## src/rtl/wppt_pkg.sv

```systemverilog
package wppt_pkg;

  // fixed field widths
  localparam int unsigned TIMER_W = 16;
  localparam int unsigned NUM_W = 24;
  localparam int unsigned VEL_W = 25;
  localparam int unsigned HELD_OUT_W = 7;

  // wheel inputs that exist behind the one-bit wheel index
  localparam int unsigned NUM_WHEEL_INPUTS = 2;
  localparam int unsigned WHEELS = 2;

  // default bound on stored periods per wheel
  localparam int unsigned MAX_PERIODS_DEFAULT = 64;

  // speed numerator after reset, Q.8 2*pi / (pulses per rev * tick)
  localparam logic [NUM_W-1:0] NUMERATOR_RESET = 24'd409045;

  // magnitude used when the mean period truncates to zero
  localparam logic [NUM_W-1:0] VEL_MAX = 24'hFFFFFF;

  // request kinds
  typedef enum logic [1:0] {
    REQ_PULSE  = 2'd0,
    REQ_SAMPLE = 2'd1,
    REQ_ZERO   = 2'd2,
    REQ_NONE   = 2'd3
  } req_t;

  // sequencer states
  typedef enum logic [3:0] {
    ST_IDLE = 4'b0001,
    ST_DIV1 = 4'b0010,
    ST_DIV2 = 4'b0100,
    ST_FIN  = 4'b1000
  } state_t;

endpackage

```

## src/rtl/wheel_pulse_period_tachometer.sv

```systemverilog
// Two-wheel period tachometer. Pulse-edge and zero items only update per-wheel
// state. A sample item runs up to two divisions through one shared restoring
// divider, 24 quotient bits each at one bit per cycle: mean period = period sum /
// period count, then velocity = speed_numerator / mean period. A sample passes
// through accept, divider steps and result load; with no periods, a zero sum or
// the stopped flag it skips the divisions. The input is not ready while a sample
// is being worked on; a finished result waits in the output register while new
// items are taken. speed_numerator may only be written while the block is idle.
module wheel_pulse_period_tachometer #(
  parameter int unsigned MAX_PERIODS = wppt_pkg::MAX_PERIODS_DEFAULT
) (
  input  logic        clk,
  input  logic        rst,
  // input beats
  input  logic        s_tvalid,
  output logic        s_tready,
  input  logic [23:0] s_tdata,   // wheel, timer_count[15:0], direction_negative,
                                 // motors_stopped, zero fill
  input  logic [1:0]  s_tuser,   // req_type
  // result beats
  output logic        m_tvalid,
  input  logic        m_tready,
  output logic [39:0] m_tdata,   // out_wheel, angular_velocity[24:0],
                                 // periods_averaged[6:0], zero fill
  // configuration write
  input  logic        cfg_valid,
  output logic        cfg_ready,
  input  logic [23:0] cfg_data   // speed_numerator
);
  import wppt_pkg::*;

  localparam int unsigned CNT_W = $clog2(MAX_PERIODS + 1);
  localparam int unsigned SUM_W = $clog2(MAX_PERIODS * 65535 + 1);
  localparam int unsigned DIV_W = NUM_W;
  localparam int unsigned STEP_W = $clog2(DIV_W);

  // input field split
  logic               in_wheel;
  logic [TIMER_W-1:0] in_timer;
  logic               in_neg;
  logic               in_stopped;
  req_t               in_req;

  assign in_wheel   = s_tdata[0];
  assign in_timer   = s_tdata[16:1];
  assign in_neg     = s_tdata[17];
  assign in_stopped = s_tdata[18];
  assign in_req     = req_t'(s_tuser);

  // per-wheel state
  logic               awaiting_end [WHEELS];
  logic [TIMER_W-1:0] start_count  [WHEELS];
  logic [SUM_W-1:0]   period_sum   [WHEELS];
  logic [CNT_W-1:0]   period_count [WHEELS];

  logic [NUM_W-1:0] speed_numerator;

  state_t state;

  // divider and job registers
  logic [DIV_W-1:0]   quo;
  logic [TIMER_W-1:0] rem;
  logic [TIMER_W-1:0] divisor;
  logic [STEP_W-1:0]  step;
  logic               job_wheel;
  logic               job_neg;
  logic [CNT_W-1:0]   job_held;
  logic [NUM_W-1:0]   job_mag;

  // output register
  logic                  out_wheel;
  logic [VEL_W-1:0]      angular_velocity;
  logic [HELD_OUT_W-1:0] periods_averaged;

  logic accept;
  logic wheel_ok;

  assign s_tready  = (state == ST_IDLE);
  assign cfg_ready = 1'b1;
  assign accept    = s_tvalid && s_tready;
  assign wheel_ok  = (32'(in_wheel) < NUM_WHEEL_INPUTS);

  // one restoring divider step
  logic [TIMER_W:0]   rem_sh;
  logic               q_bit;
  logic [TIMER_W-1:0] rem_next;
  logic [DIV_W-1:0]   quo_next;
  logic [TIMER_W:0]   rem_diff;

  always_comb begin
    rem_sh   = {rem, quo[DIV_W-1]};
    rem_diff = rem_sh - {1'b0, divisor};
    q_bit    = (rem_sh >= {1'b0, divisor});
    rem_next = q_bit ? rem_diff[TIMER_W-1:0] : rem_sh[TIMER_W-1:0];
    quo_next = {quo[DIV_W-2:0], q_bit};
  end

  // values seen on a sample beat
  logic [CNT_W-1:0] smp_held;
  logic [SUM_W-1:0] smp_sum;
  logic [TIMER_W-1:0] pulse_period;

  always_comb begin
    smp_held = in_stopped ? '0 : period_count[in_wheel];
    smp_sum  = in_stopped ? '0 : period_sum[in_wheel];
    pulse_period = in_timer - start_count[in_wheel];
  end

  logic [7:0] held_ext;
  assign held_ext = 8'(job_held);

  logic out_free;
  assign out_free = !m_tvalid || m_tready;

  // configuration register
  always_ff @(posedge clk) begin
    if (rst) begin
      speed_numerator <= NUMERATOR_RESET;
    end else if (cfg_valid && cfg_ready) begin
      speed_numerator <= cfg_data;
    end
  end

  // per-wheel state updates
  always_ff @(posedge clk) begin
    if (rst) begin
      for (int i = 0; i < WHEELS; i++) begin
        awaiting_end[i] <= 1'b0;
        start_count[i]  <= '0;
        period_sum[i]   <= '0;
        period_count[i] <= '0;
      end
    end else if (accept && wheel_ok) begin
      unique case (in_req)
        REQ_PULSE: begin
          if (!awaiting_end[in_wheel]) begin
            start_count[in_wheel]  <= in_timer;
            awaiting_end[in_wheel] <= 1'b1;
          end else begin
            if (period_count[in_wheel] < CNT_W'(MAX_PERIODS)) begin
              period_sum[in_wheel]   <= period_sum[in_wheel] + SUM_W'(pulse_period);
              period_count[in_wheel] <= period_count[in_wheel] + 1'b1;
            end
            awaiting_end[in_wheel] <= 1'b0;
          end
        end
        REQ_SAMPLE: begin
          if (in_stopped) begin
            awaiting_end[in_wheel] <= 1'b0;
          end
          period_sum[in_wheel]   <= '0;
          period_count[in_wheel] <= '0;
        end
        REQ_ZERO: begin
          awaiting_end[in_wheel] <= 1'b0;
          period_sum[in_wheel]   <= '0;
          period_count[in_wheel] <= '0;
        end
        default: begin
        end
      endcase
    end
  end

  // sequencer
  always_ff @(posedge clk) begin
    if (rst) begin
      state <= ST_IDLE;
    end else begin
      unique case (state)
        ST_IDLE: begin
          if (accept && wheel_ok && in_req == REQ_SAMPLE) begin
            if (smp_held == '0 || smp_sum == '0) begin
              state <= ST_FIN;
            end else begin
              state <= ST_DIV1;
            end
          end
        end
        ST_DIV1: begin
          if (step == STEP_W'(DIV_W - 1)) begin
            if (quo_next[TIMER_W-1:0] == '0) begin
              state <= ST_FIN;
            end else begin
              state <= ST_DIV2;
            end
          end
        end
        ST_DIV2: begin
          if (step == STEP_W'(DIV_W - 1)) begin
            state <= ST_FIN;
          end
        end
        ST_FIN: begin
          if (out_free) begin
            state <= ST_IDLE;
          end
        end
        default: state <= ST_IDLE;
      endcase
    end
  end

  // divider datapath and job registers
  always_ff @(posedge clk) begin
    unique case (state)
      ST_IDLE: begin
        job_wheel <= in_wheel;
        job_neg   <= in_neg;
        job_held  <= smp_held;
        job_mag   <= '0;
        quo       <= DIV_W'(smp_sum);
        rem       <= '0;
        divisor   <= TIMER_W'(smp_held);
        step      <= '0;
      end
      ST_DIV1: begin
        step <= step + 1'b1;
        if (step == STEP_W'(DIV_W - 1)) begin
          // mean period is ready, start numerator / mean
          step    <= '0;
          quo     <= speed_numerator;
          rem     <= '0;
          divisor <= quo_next[TIMER_W-1:0];
          job_mag <= VEL_MAX;
        end else begin
          quo <= quo_next;
          rem <= rem_next;
        end
      end
      ST_DIV2: begin
        step <= step + 1'b1;
        quo  <= quo_next;
        rem  <= rem_next;
        if (step == STEP_W'(DIV_W - 1)) begin
          job_mag <= quo_next;
        end
      end
      ST_FIN: begin
      end
      default: begin
      end
    endcase
  end

  // output register
  always_ff @(posedge clk) begin
    if (rst) begin
      m_tvalid <= 1'b0;
    end else if (state == ST_FIN && out_free) begin
      m_tvalid <= 1'b1;
    end else if (m_tready) begin
      m_tvalid <= 1'b0;
    end
  end

  always_ff @(posedge clk) begin
    if (state == ST_FIN && out_free) begin
      out_wheel        <= job_wheel;
      angular_velocity <= job_neg ? (VEL_W'(0) - VEL_W'(job_mag)) : VEL_W'(job_mag);
      periods_averaged <= held_ext[HELD_OUT_W-1:0];
    end
  end

  assign m_tdata = {7'd0, periods_averaged, angular_velocity, out_wheel};

endmodule
```

## config.mk

```make
export PLATFORM = sky130hd
export DESIGN_NAME = wheel_pulse_period_tachometer
export DESIGN_NICKNAME = d
export VERILOG_FILES = /design/src/rtl/wppt_pkg.sv /design/src/rtl/wheel_pulse_period_tachometer.sv
export SDC_FILE = /design/constraint.sdc
export NUM_CORES = 1
export LEC_CHECK = 0
export BUFFER_PORTS_ARGS = -buffer_cell sky130_fd_sc_hd__buf_4
export CAP_MARGIN = 5
export CORE_MARGIN = 2
export CORE_UTILIZATION = 40
export CTS_CLUSTER_DIAMETER = 150
export CTS_CLUSTER_SIZE = 30
export DETAILED_ROUTE_END_ITERATION = 10
export GPL_TIMING_DRIVEN = 0
export PLACE_DENSITY = 0.63
export SETUP_SLACK_MARGIN = 0.3
export SLEW_MARGIN = 10
export SYNTH_ARGS = -nofsm -noshare
export SYNTH_HDL_FRONTEND = slang
export SYNTH_SLANG_ARGS = --single-unit
export TNS_END_PERCENT = 50
```

## constraint.sdc

```tcl
create_clock -name clk -period 10.7 [get_ports clk]
set_input_delay 1.07 -clock clk [delete_from_list [all_inputs] [get_ports clk]]
set_output_delay 1.07 -clock clk [all_outputs]
set_load 0.005 [all_outputs]
```

# After elaboration in Yosys (flattened, before gate mapping)
# Memory sizes are Yosys's and may differ from the RTL's.
# Index checks and enable logic that the tools add are counted.
dict set report word_totals {
  elab_cells 139
  n_memories 4
  ram_bits 92
  reg_bits 156
  out_inout_bits 43
}
dict set report op_classes {
  eq_ne 11
  add_sub_neg 6
  reduce_logical 20
  n_bitwise 7
  mux 74
  magnitude_cmp 2
}
# memory words word_bits rd rd_clocked_by_memory_dff write_ports line
set memory_table {}
lappend memory_table {period_sum 2 22 1 0 2 wheel_pulse_period_tachometer.sv:53} ;# logic [SUM_W-1:0] period_sum [WHEELS];
lappend memory_table {start_count 2 16 1 0 2 wheel_pulse_period_tachometer.sv:52} ;# logic [TIMER_W-1:0] start_count [WHEELS];
lappend memory_table {period_count 2 7 1 0 2 wheel_pulse_period_tachometer.sv:54} ;# logic [CNT_W-1:0] period_count [WHEELS];
lappend memory_table {awaiting_end 2 1 1 0 2 wheel_pulse_period_tachometer.sv:51} ;# logic awaiting_end [WHEELS];
# cell count
set op_table {}
lappend op_table {{$pmux W24 S3} 2}
lappend op_table {{$mux W24} 4}
lappend op_table {{$mux W22} 4}
lappend op_table {{$mux W16} 4}
lappend op_table {{$pmux W16 S3} 1}
lappend op_table {{$mux W1} 45}
lappend op_table {{$pmux W16 S2} 1}
lappend op_table {{$sub A16 B16 Y16} 2}
lappend op_table {{$mux W7} 4}
lappend op_table {{$sub A1 B24 Y25 const A} 1}
lappend op_table {{$mux W4} 6}
lappend op_table {{$add A22 B16 Y22} 1}
lappend op_table {{$logic_not A22 Y1} 1}
lappend op_table {{$reduce_or A22 Y1} 1}
lappend op_table {{$ge A17 B16 Y1} 1}
lappend op_table {{$logic_not A16 Y1} 1}
lappend op_table {{$pmux W4 S4} 1}
lappend op_table {{$reduce_or A16 Y1} 1}
lappend op_table {{$pmux W5 S3} 1}
lappend op_table {{$add A7 B1 Y7 const B} 1}
lappend op_table {{$logic_not A7 Y1} 1}
lappend op_table {{$lt A7 B7 Y1 const B} 1}
lappend op_table {{$or A1 B1 Y1} 7}
lappend op_table {{$reduce_or A7 Y1} 1}
lappend op_table {{21 further kinds} 27}

# Depth between registers and ports, before layout
# Gate-level depths: netlist (run 1).
# An unclocked memory read counts as a cell.
dict set report depth {
  word_depth 12
  mapped_depth 22
  mapped_depth_nobuf 18
}

# Least setup slack after synthesis (run 1)
# No wires, ideal clock.
dict set report synth_path {
  path_kind {input to register}
  from {input s_tdata[0]}
  to {memory period_sum[0][19] (netlist bit), data pin}
  required_time_ps 10434
  slack_ps 5118
  arrival_ps 5316
  path_stages 21
  n_path_buf 5
  setup_time_ps 266
  cell_sequence {buf_4 > buf_4 > buf_2 > buf_4 > buf_2 > mux2i_1 > fa_1 > a21o_1 > a21o_1 > a2111oi_2 > o311ai_1 > a21o_1 > and2_1 > ha_1 > a21o_1 > a21o_1 > a21o_1 > a21o_1 > o21ai_0 > xor2_1 > nor2_1}
}
# item line
set synth_lines {}
lappend synth_lines {{from (decl)} wheel_pulse_period_tachometer.sv:17} ;# input logic [23:0] s_tdata,
lappend synth_lines {{to (decl)} wheel_pulse_period_tachometer.sv:53}

==> impl_metrics.tcl, run 1 <==
set metrics [dict create \
    drc_errors 0 \
    start_util 0.405 \
    areaGrowthSynthToFinish_pct 12.4 \
    die_h_um 185 \
    dr.first_iter.drc_count 709 \
    final_nets 1391 \
    synth_seq_area_share 0.544 \
    clock_latency_ns 0.49 \
    drive_above_1_share 0.135 \
    ios 98 \
    cp_max_fo 10 \
    irDropWorstVdd_v 0.000120 \
    maxCapViolCount 0 \
    coreArea_um2 32500 \
    grt_pass1_wl_um 48300 \
    clk_path_buf_depth 3 \
    gp_congestion 0.907 \
    period_minus_slack_ns 6.18 \
    crit_type "input port to flop" \
    antennaDiodeCount 0 \
    syn_area_um2 13200 \
    fin_skew_ns 0.0347 \
    synth_edf_count 219 \
    clkSlewWorstSetupHoldPaths_ns 0.11 \
    power_density_nw_per_um2 217 \
    report.final.slew_viol_count 0 \
    placed_cells 1708 \
    worst_slew_pin_slew_ns 0.991 \
    yosys_warnings 0 \
    status "complete, no violations" \
    io_buffers 80 \
    cts_buffers 12 \
    cpMostUsedCell "buf_4" \
    p_leak_nw 5.95 \
    via_per_inst 5.25 \
    syn_inst 1177 \
    ys_ff_latch 248 \
    dr.pass1.iters 4 \
    totalWireLength_um 30900 \
    cts-resized-gates 0 \
    htree_levels 1 \
    slew_headroom 0.335 \
    grt_overflow_total 0 \
    dp_hpwl_um 23500 \
    grt_max_degree 34 \
    final.period_utilization 0.577 \
    grt_pass1_vias 8882 \
    total_power_mw 3.20 \
    setup-tns-final_ns 0 \
    setup_viol 0 \
    die_area_um2 34400 \
    wire_per_inst_um 17.9 \
    synth_flop_cell "edfxtp_1" \
    multiInputGateArea_um2 5640 \
    die_x_um 185 \
    hp-class "flop to flop" \
    worstHoldPathCells 0 \
    cts.sinks 248 \
    timing.hold.ws_ns 0.431 \
    post_cts_buffers 0 \
    ff2ff_path_depth 18 \
    async_reset_ff_frac 0 \
    fmax_ghz 0.162 \
    track_usage 0.182 \
    arrival_ns 6.41 \
    cp_slowest_cell "fa_1" \
    slowest_delay_ns 0.46 \
    finalHoldViolCount 0 \
    cts_root_buffer "clkbuf_16" \
    via_count 9067 \
    ff_latch_area_um2 7160 \
    crit_required_ns 10.93 \
    cts_tree "done" \
    fin_cells 1727 \
    detail-route-antenna-nets 0 \
    grt_setup_unrepaired "false" \
    crit_path_end_kind "flop" \
    fillers 3050 \
    critPathLaunchType "input port" \
    rows 66 \
    final_common_cell "edfxtp_1" \
    antenna_found_initial 3 \
    cts_hold_buf 0 \
    avgSynthCellArea_um2 11.2 \
    crit_chain "buf_4 > buf_4 > buf_4 > buf_2 > buf_4 > buf_2 > mux2i_1 > fa_1 > a21o_1 > a21o_1 > a2111oi_2 > nor2_1 > nor2_1 > xnor2_1 > ha_1 > a21o_1 > a211o_1 > a31oi_1 > nor4b_2 > o21ai_0 > xor2_1 > nor2_1" \
    layout_common_cells "edfxtp_1 (219), nand2_1 (141), nor2_1 (113), buf_4 (93), ha_1 (53)" \
    yosysUniqueCellTypes 71 \
]
## routing by layer
metal  global-route usage  share of wire
met1                0.235           0.43
met2                0.317           0.49
met3               0.0218          0.039
met4               0.0603          0.034
met5                    0         0.0010
## final cells by class
type	instances	area share
multi-input cells	845	0.381
inverters	39	0.00990
well taps	442	0.0374
plain buffers	51	0.0179
flip-flops and latches	248	0.484
clock buffers	18	0.0233
clock inverters	1	0.00203
repair buffers	83	0.0443
## cell families (layout without fill, tap and decap cells)
| logic type | after synthesis | in the layout | synth area share |
|---|---|---|---|
| mux | 62 | 62 | 0.0497 |
| other cells | 2 | 8 | 0.000571 |
| fa+ha+maj | 56 | 56 | 0.0550 |
| flops | 248 | 248 | 0.544 |
| compound gates | 222 | 222 | 0.114 |
| simple gates | 422 | 422 | 0.156 |
| buf+inv | 90 | 192 | 0.0312 |
| xor+xnor | 75 | 75 | 0.0499 |
## through the flow
step / worst slack, ns / instance area [um2] / util
finish: 4.52 / 14800 / 0.456
global route: 4.11 / 14800 / 0.456
global placement: 3.99 / 14300 / 0.442
detailed placement: 4.00 / 14400 / 0.444
floorplan: 5.12 / 13200 / -
CTS: 4.48 / 14800 / 0.456
## synthesized netlist by cell type, drive strengths merged (28+ instances only)
master / number / area [um2]
xor2: 31 / 272
buf: 28 / 178
edfxtp: 219 / 6580
o21ai: 45 / 229
mux2i: 35 / 350
inv: 39 / 146
xnor2: 44 / 385
ha: 53 / 663
nor2: 114 / 430
dfxtp: 29 / 581
a21oi: 50 / 254
and2: 38 / 238
nand2: 142 / 533
## worst max-delay path, delay by kind of cell
family	cells	cell delay, ns
AND/OR/NAND/NOR	4	0.42
XOR/XNOR	2	0.39
buffers and inverters	6	1.62
multiplexers	1	0.19
AO/OA/AOI/OAI	7	1.92
adder cells (fa/ha/maj)	2	0.79
## flip-flops by register name, indices dropped and copies added (netlist names), 2 cells and up
signal	flops
angular_velocity	25
awaiting_end	2
divisor	16
job_held	7
job_mag	24
period_count	14
period_sum	44
periods_averaged	7
quo	24
rem	16
speed_numerator	24
start_count	32
state	4
step	5
## power by group
group,internal (mW),switching [mW]
Combinational,0.489,0.727
Sequential,1.31,0.141
Clock,0.233,0.303
Total,2.03,1.17
## final timing paths
path / slack, ns / to / from
hold / removal: 0.43 / periods_averaged[3] / job_held[3]
setup reg to reg: 6.32 / period_sum[0][19] / start_count[0][0]
hold reg to reg: 0.43 / periods_averaged[3] / job_held[3]
setup / recovery: 4.52 / period_sum[0][19] / s_tdata[0]
Power figures use the tool's default switching activity.
==> inputs of run 2 (changes only) <==
PLACE_DENSITY = 0.65   (was 0.63)
clock period = 5.15 ns   (was 10.7 ns; I/O delays follow)
==> run 2 against run 1 <==
Net effect:
- largest cell class unchanged
- clock skew decreased by 0.00098 ns
- hold slack got worse by 0.23 ns
- largest power group unchanged
- total power is 110% higher
==> impl_metrics.tcl, run 2 (synthesis gave the netlist of run 1 again) <==
set metrics [dict create \
    dp_hpwl_um 23700 \
    fmax_ghz 0.212 \
    clkSlewWorstSetupHoldPaths_ns 0.11 \
    antenna_found_initial 2 \
    ff2ff_path_depth 19 \
    rows 66 \
    power_density_nw_per_um2 450 \
    die_area_um2 34400 \
    fin_cells 1733 \
    start_util 0.405 \
    crit_chain "buf_4 > buf_12 > buf_8 > buf_12 > buf_12 > mux2_2 > ha_4 > inv_1 > fa_2 > a21o_1 > a21o_1 > a2111oi_4 > buf_4 > o311ai_2 > a21o_1 > and2_4 > ha_4 > a21o_1 > a21o_1 > a21o_1 > a21o_1 > o21ai_2 > xor2_1 > nor2_1" \
    ios 98 \
    worstHoldPathCells 1 \
    worstReg2RegEnd "period_sum[0][19]" \
    worstHoldEndpoint "job_neg" \
    die_h_um 185 \
    crit_type "input port to flop" \
    report.final.slew_viol_count 0 \
    track_usage 0.187 \
    slowest_delay_ns 0.40 \
    cts_root_buffer "clkbuf_16" \
    final_cell_area_um2 15000 \
    maxCapViolCount 0 \
    irDropWorstVdd_v 0.000208 \
    intPower_mw 4.27 \
    finalHoldViolCount 0 \
    slew_headroom 0.361 \
    sw_frac_of_total 0.369 \
    arrival_ns 4.94 \
    areaGrowthSynthToFinish_pct 14.2 \
    crit_required_ns 5.37 \
    hp-class "input port to flop" \
    timing.rr.start "start_count[0][0]" \
    coreArea_um2 32500 \
    p_clk_frac 0.167 \
    power.switching_mw 2.50 \
    critPathLaunchType "input port" \
    seqPwrFrac 0.447 \
    via_count 9215 \
    reg_top3 "period_sum (44), start_count (32), angular_velocity (25)" \
    io_buffers 80 \
    antennaDiodeCount 0 \
    cpMostUsedCell "a21o_1" \
    regMostFlops "period_sum" \
    totalWireLength_um 32100 \
    final_common_cell "edfxtp_1" \
    via_per_inst 5.32 \
    largest_reg_flops 44 \
    cp_max_fo 10 \
    grt_pass1_vias 9140 \
    fillers 2993 \
    preCtsSetupSlack_ns -0.712 \
    total_power_mw 6.77 \
    layout_common_cells "edfxtp_1 (219), nand2_1 (141), nor2_1 (113), buf_4 (95), ha_1 (51)" \
    grt_overflow_total 0 \
    status "complete, no violations" \
    clock_latency_ns 0.51 \
    setup_ws_ns 0.436 \
    cp_slowest_cell "a2111oi_4" \
    multiInputGateArea_um2 5760 \
    detail-route-antenna-nets 0 \
    period_minus_slack_ns 4.71 \
    htree_levels 1 \
    cts.sinks 248 \
    cts_hold_buf 0 \
    placed_cells 1708 \
    drc_errors 0 \
    grt_setup_unrepaired "false" \
    rrSetupSlack_ns 0.96 \
    critPathBufInv 7 \
    drive_above_1_share 0.149 \
    gp_congestion 0.919 \
    ff_latch_area_um2 7160 \
    setup_viol 0 \
    p_comb_frac 0.386 \
    final.period_utilization 0.915 \
    grt_max_degree 36 \
    wire_per_inst_um 18.5 \
    clk_path_buf_depth 3 \
    p_leak_nw 6.03 \
    fin_skew_ns 0.0337 \
    dr.pass1.iters 5 \
    grt_pass1_wl_um 49700 \
    cts_buffers 12 \
    min_from "s_tdata[17]" \
    post_dp_cell_area_um2 14400 \
    critPathTopFamily "compound AO/OA/AOI/OAI gates" \
    dr.first_iter.drc_count 621 \
    die_x_um 185 \
    final_nets 1396 \
    cts_tree "done" \
    crit_path_end_kind "flop" \
    worst_slew_pin_slew_ns 0.952 \
]
[run 2: changes by cell type in the layout (fill, tap and decap cells not counted), sizes merged]
cell,change
clkbuf,+1
buf,+5
[run 2: metal layers]
metal,part of all wire,vias up,track usage
li1,-,4488,-
met5,0.00069,-,0
met1,0.43,4460,0.235
met2,0.50,212,0.338
met3,0.041,51,0.0224
met4,0.025,4,0.0508
[run 2: what timing repair did]
item | 4_1_cts | 5_1_grt
pin swaps | 0 | 13
gates resized for setup | 11 | 26
setup endpoints to repair | 20 | 19
gates cloned | 0 | 0
buffers inserted | 0 | 5
endpoints found under the hold margin | 0 | 0
[run 2: final cells by class]
cell class / instances / area share
Tap cell: 442 / 0.0368
Inverter: 39 / 0.00974
Clock buffer: 19 / 0.0231
Sequential cell: 248 / 0.476
Buffer: 51 / 0.0214
Timing Repair Buffer: 88 / 0.0475
Clock inverter: 1 / 0.00200
Multi-Input combinational cell: 845 / 0.383
[run 2: how the worst max path moves through the flow]
stage | startpoint | to | slack (ns) | cells after the start
global placement | s_tdata[0] | period_sum[0][21] | -0.66 | 22
floorplan | s_tdata[0] | period_sum[0][17] | 0.33 | 22
global route | s_tdata[0] | period_sum[0][19] | 0.26 | 24
finish | s_tdata[0] | period_sum[0][19] | 0.44 | 24
CTS | s_tdata[0] | period_sum[0][19] | 0.33 | 23
detailed placement | s_tdata[0] | period_sum[0][21] | -0.71 | 22
[run 2: power by group through the flow]
stage	logic, mW	registers, mW	clock network (mW)
global route	2.93	3.06	1.22
floorplan	1.94	2.95	0
finish	2.61	3.02	1.13
CTS	2.56	3.01	1.16
detailed placement	2.54	3.06	0
global placement	2.45	3.07	0
[run 2: through the flow]
step                      TNS [ns]  hold slack (ns)   util
after floorplan                  0            0.400      -
after global placement      -10.65            0.405  0.442
after detailed placement    -11.95            0.406  0.445
after CTS                        0            0.194  0.458
after global routing             0            0.192  0.463
final                            0            0.205  0.463
==> inputs of run 3 (changes only) <==
CORE_UTILIZATION = 55   (was 40)
PLACE_DENSITY = 0.83   (was 0.65)
clock period = 4.01 ns   (was 5.15 ns; I/O delays follow)
==> run 3 against run 2 <==
Net effect:
- the run now ends with negative setup slack left
- final area is 0.81% higher
- non-clock buffer count is 15 higher
- clock-buffer cell count stayed put
- flip-flop and latch count stayed put
- sequential share of layout area is 0.38 points lower
- first-iteration DRC count is 50% higher
- via count is 2.9% higher
==> impl_metrics.tcl, run 3 (synthesis gave the netlist of run 1 again) <==
set metrics [dict create \
    status "finished with violations" \
    violations "negative setup slack" \
    coreArea_um2 23500 \
    gp_congestion 0.910 \
    antenna_found_initial 1 \
    period_minus_slack_ns 4.22 \
    crit_chain "buf_12 > buf_12 > buf_12 > buf_12 > buf_12 > mux2_4 > ha_4 > inv_2 > fa_2 > a21o_1 > a21o_1 > a2111oi_4 > nor2_1 > nor2_1 > xnor2_1 > ha_1 > a21o_1 > a211o_1 > a31oi_4 > nor4b_4 > o21ai_2 > xor2_2 > nor2_1" \
    power.switching_mw 3.23 \
    dr.first_iter.drc_count 929 \
    seqPwrFrac 0.440 \
    worstHoldPathCells 1 \
    dr.pass1.iters 5 \
    drive_above_1_share 0.179 \
    p_comb_frac 0.397 \
    cts_root_buffer "clkbuf_16" \
    reg_top3 "period_sum (44), start_count (32), angular_velocity (25)" \
    worst_slew_pin_slew_ns 0.933 \
    totalWireLength_um 30400 \
    p_leak_nw 6.12 \
    power_density_nw_per_um2 580 \
    worstHoldEndpoint "job_neg" \
    grt_overflow_total 0 \
    drc_errors 0 \
    grt_max_degree 34 \
    cts_buffers 12 \
    cts.sinks 248 \
    timing.rr.start "start_count[1][0]" \
    irDropWorstVdd_v 0.000424 \
    die_h_um 159 \
    clock_latency_ns 0.50 \
    track_usage 0.241 \
    dp_hpwl_um 22300 \
    ios 98 \
    rows 56 \
    hp-class "input port to flop" \
    regMostFlops "period_sum" \
    ff2ff_path_depth 18 \
    maxCapViolCount 0 \
    layout_common_cells "edfxtp_1 (219), nand2_1 (140), nor2_1 (112), buf_4 (109), ha_1 (46)" \
    clkSlewWorstSetupHoldPaths_ns 0.10 \
    final_common_cell "edfxtp_1" \
    grt_pass1_wl_um 46800 \
    fmax_ghz 0.237 \
    post_dp_cell_area_um2 14300 \
    io_buffers 80 \
    setup-tns-final_ns -2.48 \
    clk_path_buf_depth 3 \
    die_area_um2 25200 \
    arrival_ns 4.42 \
    sw_frac_of_total 0.368 \
    worstReg2RegEnd "period_sum[0][19]" \
    min_from "s_tdata[17]" \
    utilization 0.645 \
    slew_headroom 0.374 \
    htree_levels 1 \
    slowest_delay_ns 0.35 \
    crit_type "input port to flop" \
    cpMostUsedCell "buf_12" \
    cp_slowest_cell "a2111oi_4" \
    grt_pass1_vias 9102 \
    critPathLaunchType "input port" \
    finalHoldViolCount 0 \
    areaGrowthSynthToFinish_pct 15.1 \
    via_per_inst 5.83 \
    report.final.slew_viol_count 0 \
    setup_ws_ns -0.205 \
    final_nets 1411 \
    via_count 9483 \
    cts_tree "done" \
    fin_skew_ns 0.0384 \
    largest_reg_flops 44 \
    final.period_utilization 1.05 \
    rrSetupSlack_ns -0.02 \
    detail-route-antenna-nets 0 \
    die_x_um 159 \
    crit_path_end_kind "flop" \
    crit_required_ns 4.22 \
    grt_setup_unrepaired "true" \
    setup_viol 20 \
    start_util 0.561 \
    p_clk_frac 0.163 \
    cts_hold_buf 0 \
    wire_per_inst_um 18.7 \
    intPower_mw 5.55 \
    final_cell_area_um2 15100 \
    cp_max_fo 4 \
]
-- run 3: area by class of cell --
| cell class | count | area [um2] |
|---|---|---|
| repair buffers | 103 | 810 |
| inverters | 39 | 146 |
| multi-input cells | 845 | 5920 |
| well taps | 319 | 399 |
| diodes | 1 | 2.50 |
| fillers | 1774 | 8320 |
| clock buffers | 19 | 348 |
| plain buffers | 51 | 332 |
| flip-flops and latches | 248 | 7160 |
| clock inverters | 1 | 30.0 |
-- run 3: power by group through the flow --
stage	Clock (mW)	Sequential, mW	Combinational, mW
after floorplan	0	3.79	2.51
after CTS	1.44	3.85	3.36
final	1.43	3.87	3.49
after global placement	0	3.92	3.11
after global routing	1.52	3.91	3.83
after detailed placement	0	3.91	3.25
-- run 3: routing by layer --
metal	global-route usage	vias up	wire length (um)	part of all wire
met1	0.296	4495	11900	0.39
met3	0.0291	88	1980	0.065
met5	0	-	0	0
li1	-	4509	-	-
met2	0.435	391	15300	0.50
met4	0.0935	0	1250	0.041
-- run 3: how the worst max path moves through the flow --
| stage | slack [ns] | startpoint | cells after the start | to |
|---|---|---|---|---|
| after floorplan | -0.39 | s_tdata[0] | 22 | period_sum[0][16] |
| after global placement | -1.06 | s_tdata[0] | 22 | period_sum[0][19] |
| after detailed placement | -1.12 | s_tdata[0] | 22 | period_sum[1][19] |
| after CTS | -0.22 | s_tdata[0] | 23 | period_sum[0][19] |
| after global routing | -0.39 | s_tdata[0] | 23 | period_sum[0][17] |
| final | -0.21 | s_tdata[0] | 23 | period_sum[0][19] |
-- run 3: per-stage QoR --
stage | setup slack (ns) | cells | hold slack (ns) | power (mW)
after floorplan | -0.395 | 1183 | 0.400 | 6.30
after global placement | -1.06 | 1582 | 0.403 | 7.04
after detailed placement | -1.12 | 1585 | 0.412 | 7.16
after CTS | -0.219 | 1619 | 0.0767 | 8.65
after global routing | -0.392 | 1625 | 0.0750 | 9.27
final | -0.205 | 1626 | 0.0860 | 8.78
-- run 3: worst max-delay path, delay by kind of cell --
| kind | cells | cell delay, ns |
|---|---|---|
| multiplexers | 1 | 0.21 |
| adder cells (fa/ha/maj) | 3 | 0.79 |
| AND/OR/NAND/NOR | 4 | 0.37 |
| AO/OA/AOI/OAI | 7 | 1.70 |
| XOR/XNOR | 2 | 0.34 |
| buffers and inverters | 6 | 0.59 |
-- run 3: what timing repair did --
action / 4_1_cts / 5_1_grt
pin swaps: 35 / 34
gates resized for setup: 30 / 30
endpoints found under the setup margin: 30 / 28
buffers inserted: 14 / 6
